**src/tme_ram.sv**
```systemverilog
// Generic single-port-write, single-port-read synchronous RAM.
// Read data is registered and holds while no read is enabled; no dependencies.
`timescale 1ns / 1ps

module tme_ram #(
  parameter int WIDTH = 8,
  parameter int DEPTH = 256
) (
  input  logic                     clk,
  input  logic                     we,
  input  logic [$clog2(DEPTH)-1:0] waddr,
  input  logic [WIDTH-1:0]         wdata,
  input  logic                     re,
  input  logic [$clog2(DEPTH)-1:0] raddr,
  output logic [WIDTH-1:0]         rdata
);

  logic [WIDTH-1:0] mem [DEPTH];
  logic [WIDTH-1:0] rdata_r;

  // Write port, and a read port that returns the old data on a collision.
  always_ff @(posedge clk) begin
    if (we) begin
      mem[waddr] <= wdata;
    end
    if (re) begin
      rdata_r <= mem[raddr];
    end
  end

  assign rdata = rdata_r;

endmodule
```
**config.mk**
```make
export PLATFORM = sky130hd
export DESIGN_NAME = tme_ram
export DESIGN_NICKNAME = d
export VERILOG_FILES = /design/src/tme_ram.sv
export SDC_FILE = /design/constraint.sdc
export NUM_CORES = 2
export LEC_CHECK = 0
export ABC_AREA = 1
export BUFFER_PORTS_ARGS = -buffer_cell sky130_fd_sc_hd__buf_2
export CAP_MARGIN = 20
export CORE_UTILIZATION = 51
export CTS_CLUSTER_SIZE = 24
export DETAILED_ROUTE_END_ITERATION = 16
export PLACE_DENSITY = 0.64
export SYNTH_ARGS = -nofsm -noshare
export SYNTH_HDL_FRONTEND = slang
export SYNTH_SLANG_ARGS = --single-unit
```
**constraint.sdc**
```tcl
create_clock -name clk -period 1.8 [get_ports clk]
set_input_delay 0.09 -clock clk [delete_from_list [all_inputs] [get_ports clk]]
set_output_delay 0.09 -clock clk [all_outputs]
set_load 0.1 [all_outputs]
```
==> results_dict.tcl <==
set metrics [dict create \
    wl_per_cell_microns 24.2 \
    crit_path_max_incr_delay_ns 0.60 \
    core_area_sq_um 163000 \
    maxSlewHeadroom 0.282 \
    max_freq_mhz 560 \
    ys_top_cells_by_area "edfxtp_1 (74%), nand3_1 (12%), nand2_1 (9.5%), buf_2 (1.6%), nor2_1 (1.3%)" \
    min_path_cells 6 \
    grt_pass1_vias 55037 \
    final-setup-viol-count 0 \
    cts_tree "built" \
    synth_xor_xnor_area_share 0 \
    hold_path.class "in -> reg" \
    cts_root_buf "clkbuf_16" \
    synth.cell_area_sq_um 83500 \
    die_width_microns 407 \
    end_kind "flip-flop" \
    grt_first_pass_wirelength_mm 354 \
    cp_common_cell "nor2_1" \
    ys_seq_area_frac 0.740 \
    dieArea_sq_um 165000 \
    whs_ns 0.113 \
    clk_path_buf_depth 3 \
    muxShareOfSynthArea 0 \
    crit_arrival_ns 2.32 \
    cts_made_buffers 207 \
    synth_top_family_by_area "simple AND/OR/NAND/NOR gates" \
    drc 0 \
    finalCritPeriodShare 0.992 \
    worst_slack_ns 0.0140 \
    drive_gt1_frac 0.159 \
    die_h_microns 407 \
    clk_pin_slew_ns 0.06 \
    final-hold-violation-count 0 \
    peakVddDrop_uv 1080 \
    antenna_left 0 \
    dp.final_hpwl_mm 150 \
    syn_inst 7003 \
    io_pins 35 \
    path_cells "dlygate4sd3_1 -> buf_2 -> nor2_1 -> inv_1 -> nor2_1 -> dlygate4sd3_1 -> inv_1 -> nor2_1 -> buf_4" \
    cp.required_ns 2.33 \
    min_period_ns 1.79 \
    portBuffers 34 \
    cts_setup_buffers 0 \
    p_leak_nw 35.8 \
    yosys.cell_types.count 13 \
    syn_nets 7030 \
    nNetsFinal 7569 \
    grt_use_total 0.290 \
    cts.sinks 2056 \
    synth.yosys.warnings 0 \
    worstRegToRegCells 10 \
    firstDrtPassIters 6 \
    final_common_cell "nand2_1" \
    grt_max_degree 69 \
    syn-mean-instance-area_sq_um 11.9 \
    synth_fa_ha_area_frac 0 \
    startpoint_type "input port" \
    synth_top_area_frac 0.740 \
    run_status "complete, no violations" \
    place_ws_ns -0.739 \
    p_per_area_nw_per_um2 1030 \
    wirelength_mm 239 \
    worst_path_max_delay_cell "dlygate4sd3_1" \
    grt_remaining_overflow 0 \
    yosys.area.top_type "edfxtp_1" \
    path_class "in -> reg" \
    gp_congestion 0.945 \
    fin_skew_ns 0.0479 \
    layout_common_cells "nand2_1 (2105), edfxtp_1 (2056), nand3_1 (1895)" \
    synth_compound_area_frac 0 \
    rsz0062_at_grt "true" \
    syn2layout_area_growth_pct 18.6 \
    antenna_found_initial 12 \
    initial_core_util 0.513 \
    yosys.area_share.simple 0.229 \
    rows 148 \
    ys_seq_elements 2056 \
    vias 57446 \
    max_slew.worst_pin.slew_ns 1.08 \
    drt_iter0_markers 7682 \
    slew_violations 0 \
    cp_max_fo 8 \
    post_drt_via_cell_ratio 5.81 \
    clk_latency_ns 0.85 \
    htreeDepth 4 \
    max_cap_violations 0 \
]
[critical path: cells and delay by family]
| kind | cells | cell delay [ns] |
|---|---|---|
| buf+inv | 6 | 1.78 |
| simple gates | 3 | 0.44 |
[Yosys cell counts]
| cell type | number |
|---|---|
| nand2_1 | 2123 |
| edfxtp_1 | 2056 |
| nand3_1 | 2019 |
| nor2_1 | 283 |
| buf_2 | 268 |
| clkbuf_1 | 112 |
| buf_4 | 46 |
| buf_1 | 40 |
| inv_1 | 36 |
| buf_6 | 16 |
| inv_2 | 2 |
| buf_8 | 1 |
| inv_4 | 1 |
[final timing paths]
kind	start	end	slack, ns
worst min-delay path	raddr[6]	rdata[6]	0.11
worst max register to register	mem[161][6]	rdata[6]	0.02
worst max-delay path	waddr[3]	mem[145][1]	0.01
worst min register to register	mem[160][0]	rdata[0]	1.09
[repair_timing]
action	CTS	global route
pin swaps	0	28
endpoints found under the setup margin	16	128
hold endpoints to repair	2046	0
gates resized for setup	48	126
hold buffers	18	0
[sequential cells by signal, indices dropped and copies added (netlist names)]
signal / cells
rdata: 8
mem: 2048
[cell type report]
class                           count  area, sq um
Tap cell                         2175         2720
Antenna cell                        3         7.51
Sequential cell                  2056        61700
Clock buffer                      260         5490
Fill cell                       12697        63500
Clock inverter                    121         1100
Inverter                           39          180
Timing Repair Buffer              813         7870
Multi-Input combinational cell   4425        19900
[power breakdown]
part	internal, W	total (W)	switching, W
clock	0.0240	0.0420	0.0181
sequential	0.0528	0.0528	0.0000515
combinational	0.00224	0.00737	0.00513
[layer usage]
layer / track usage / share of wire
met2: 0.449 / 0.46
met4: 0.109 / 0.036
met5: 0.00446 / 0.00066
met1: 0.408 / 0.40
met3: 0.0570 / 0.098
[cell families (layout without fill, tap and decap cells)]
logic type    count (synthesis)  after routing
simple gates               4425           4425
buf+inv                     522           1233
other cells                   0              3
flops                      2056           2056
[metrics by stage]
stage          total power [W]   util  std cells  TNS [ns]  area (sq um)
3_3_place_gp            0.0608  0.562       9490     -5.20         91400
3_5_place_dp            0.0608  0.562       9490     -5.30         91400
5_1_grt                  0.105  0.609       9891    -0.110         99000
6_report                 0.102  0.609       9892         0         99000
2_1_floorplan           0.0572      -       7003         0         83500
4_1_cts                  0.102  0.605       9889   -0.0512         98400
Power figures use the tool's default switching activity.
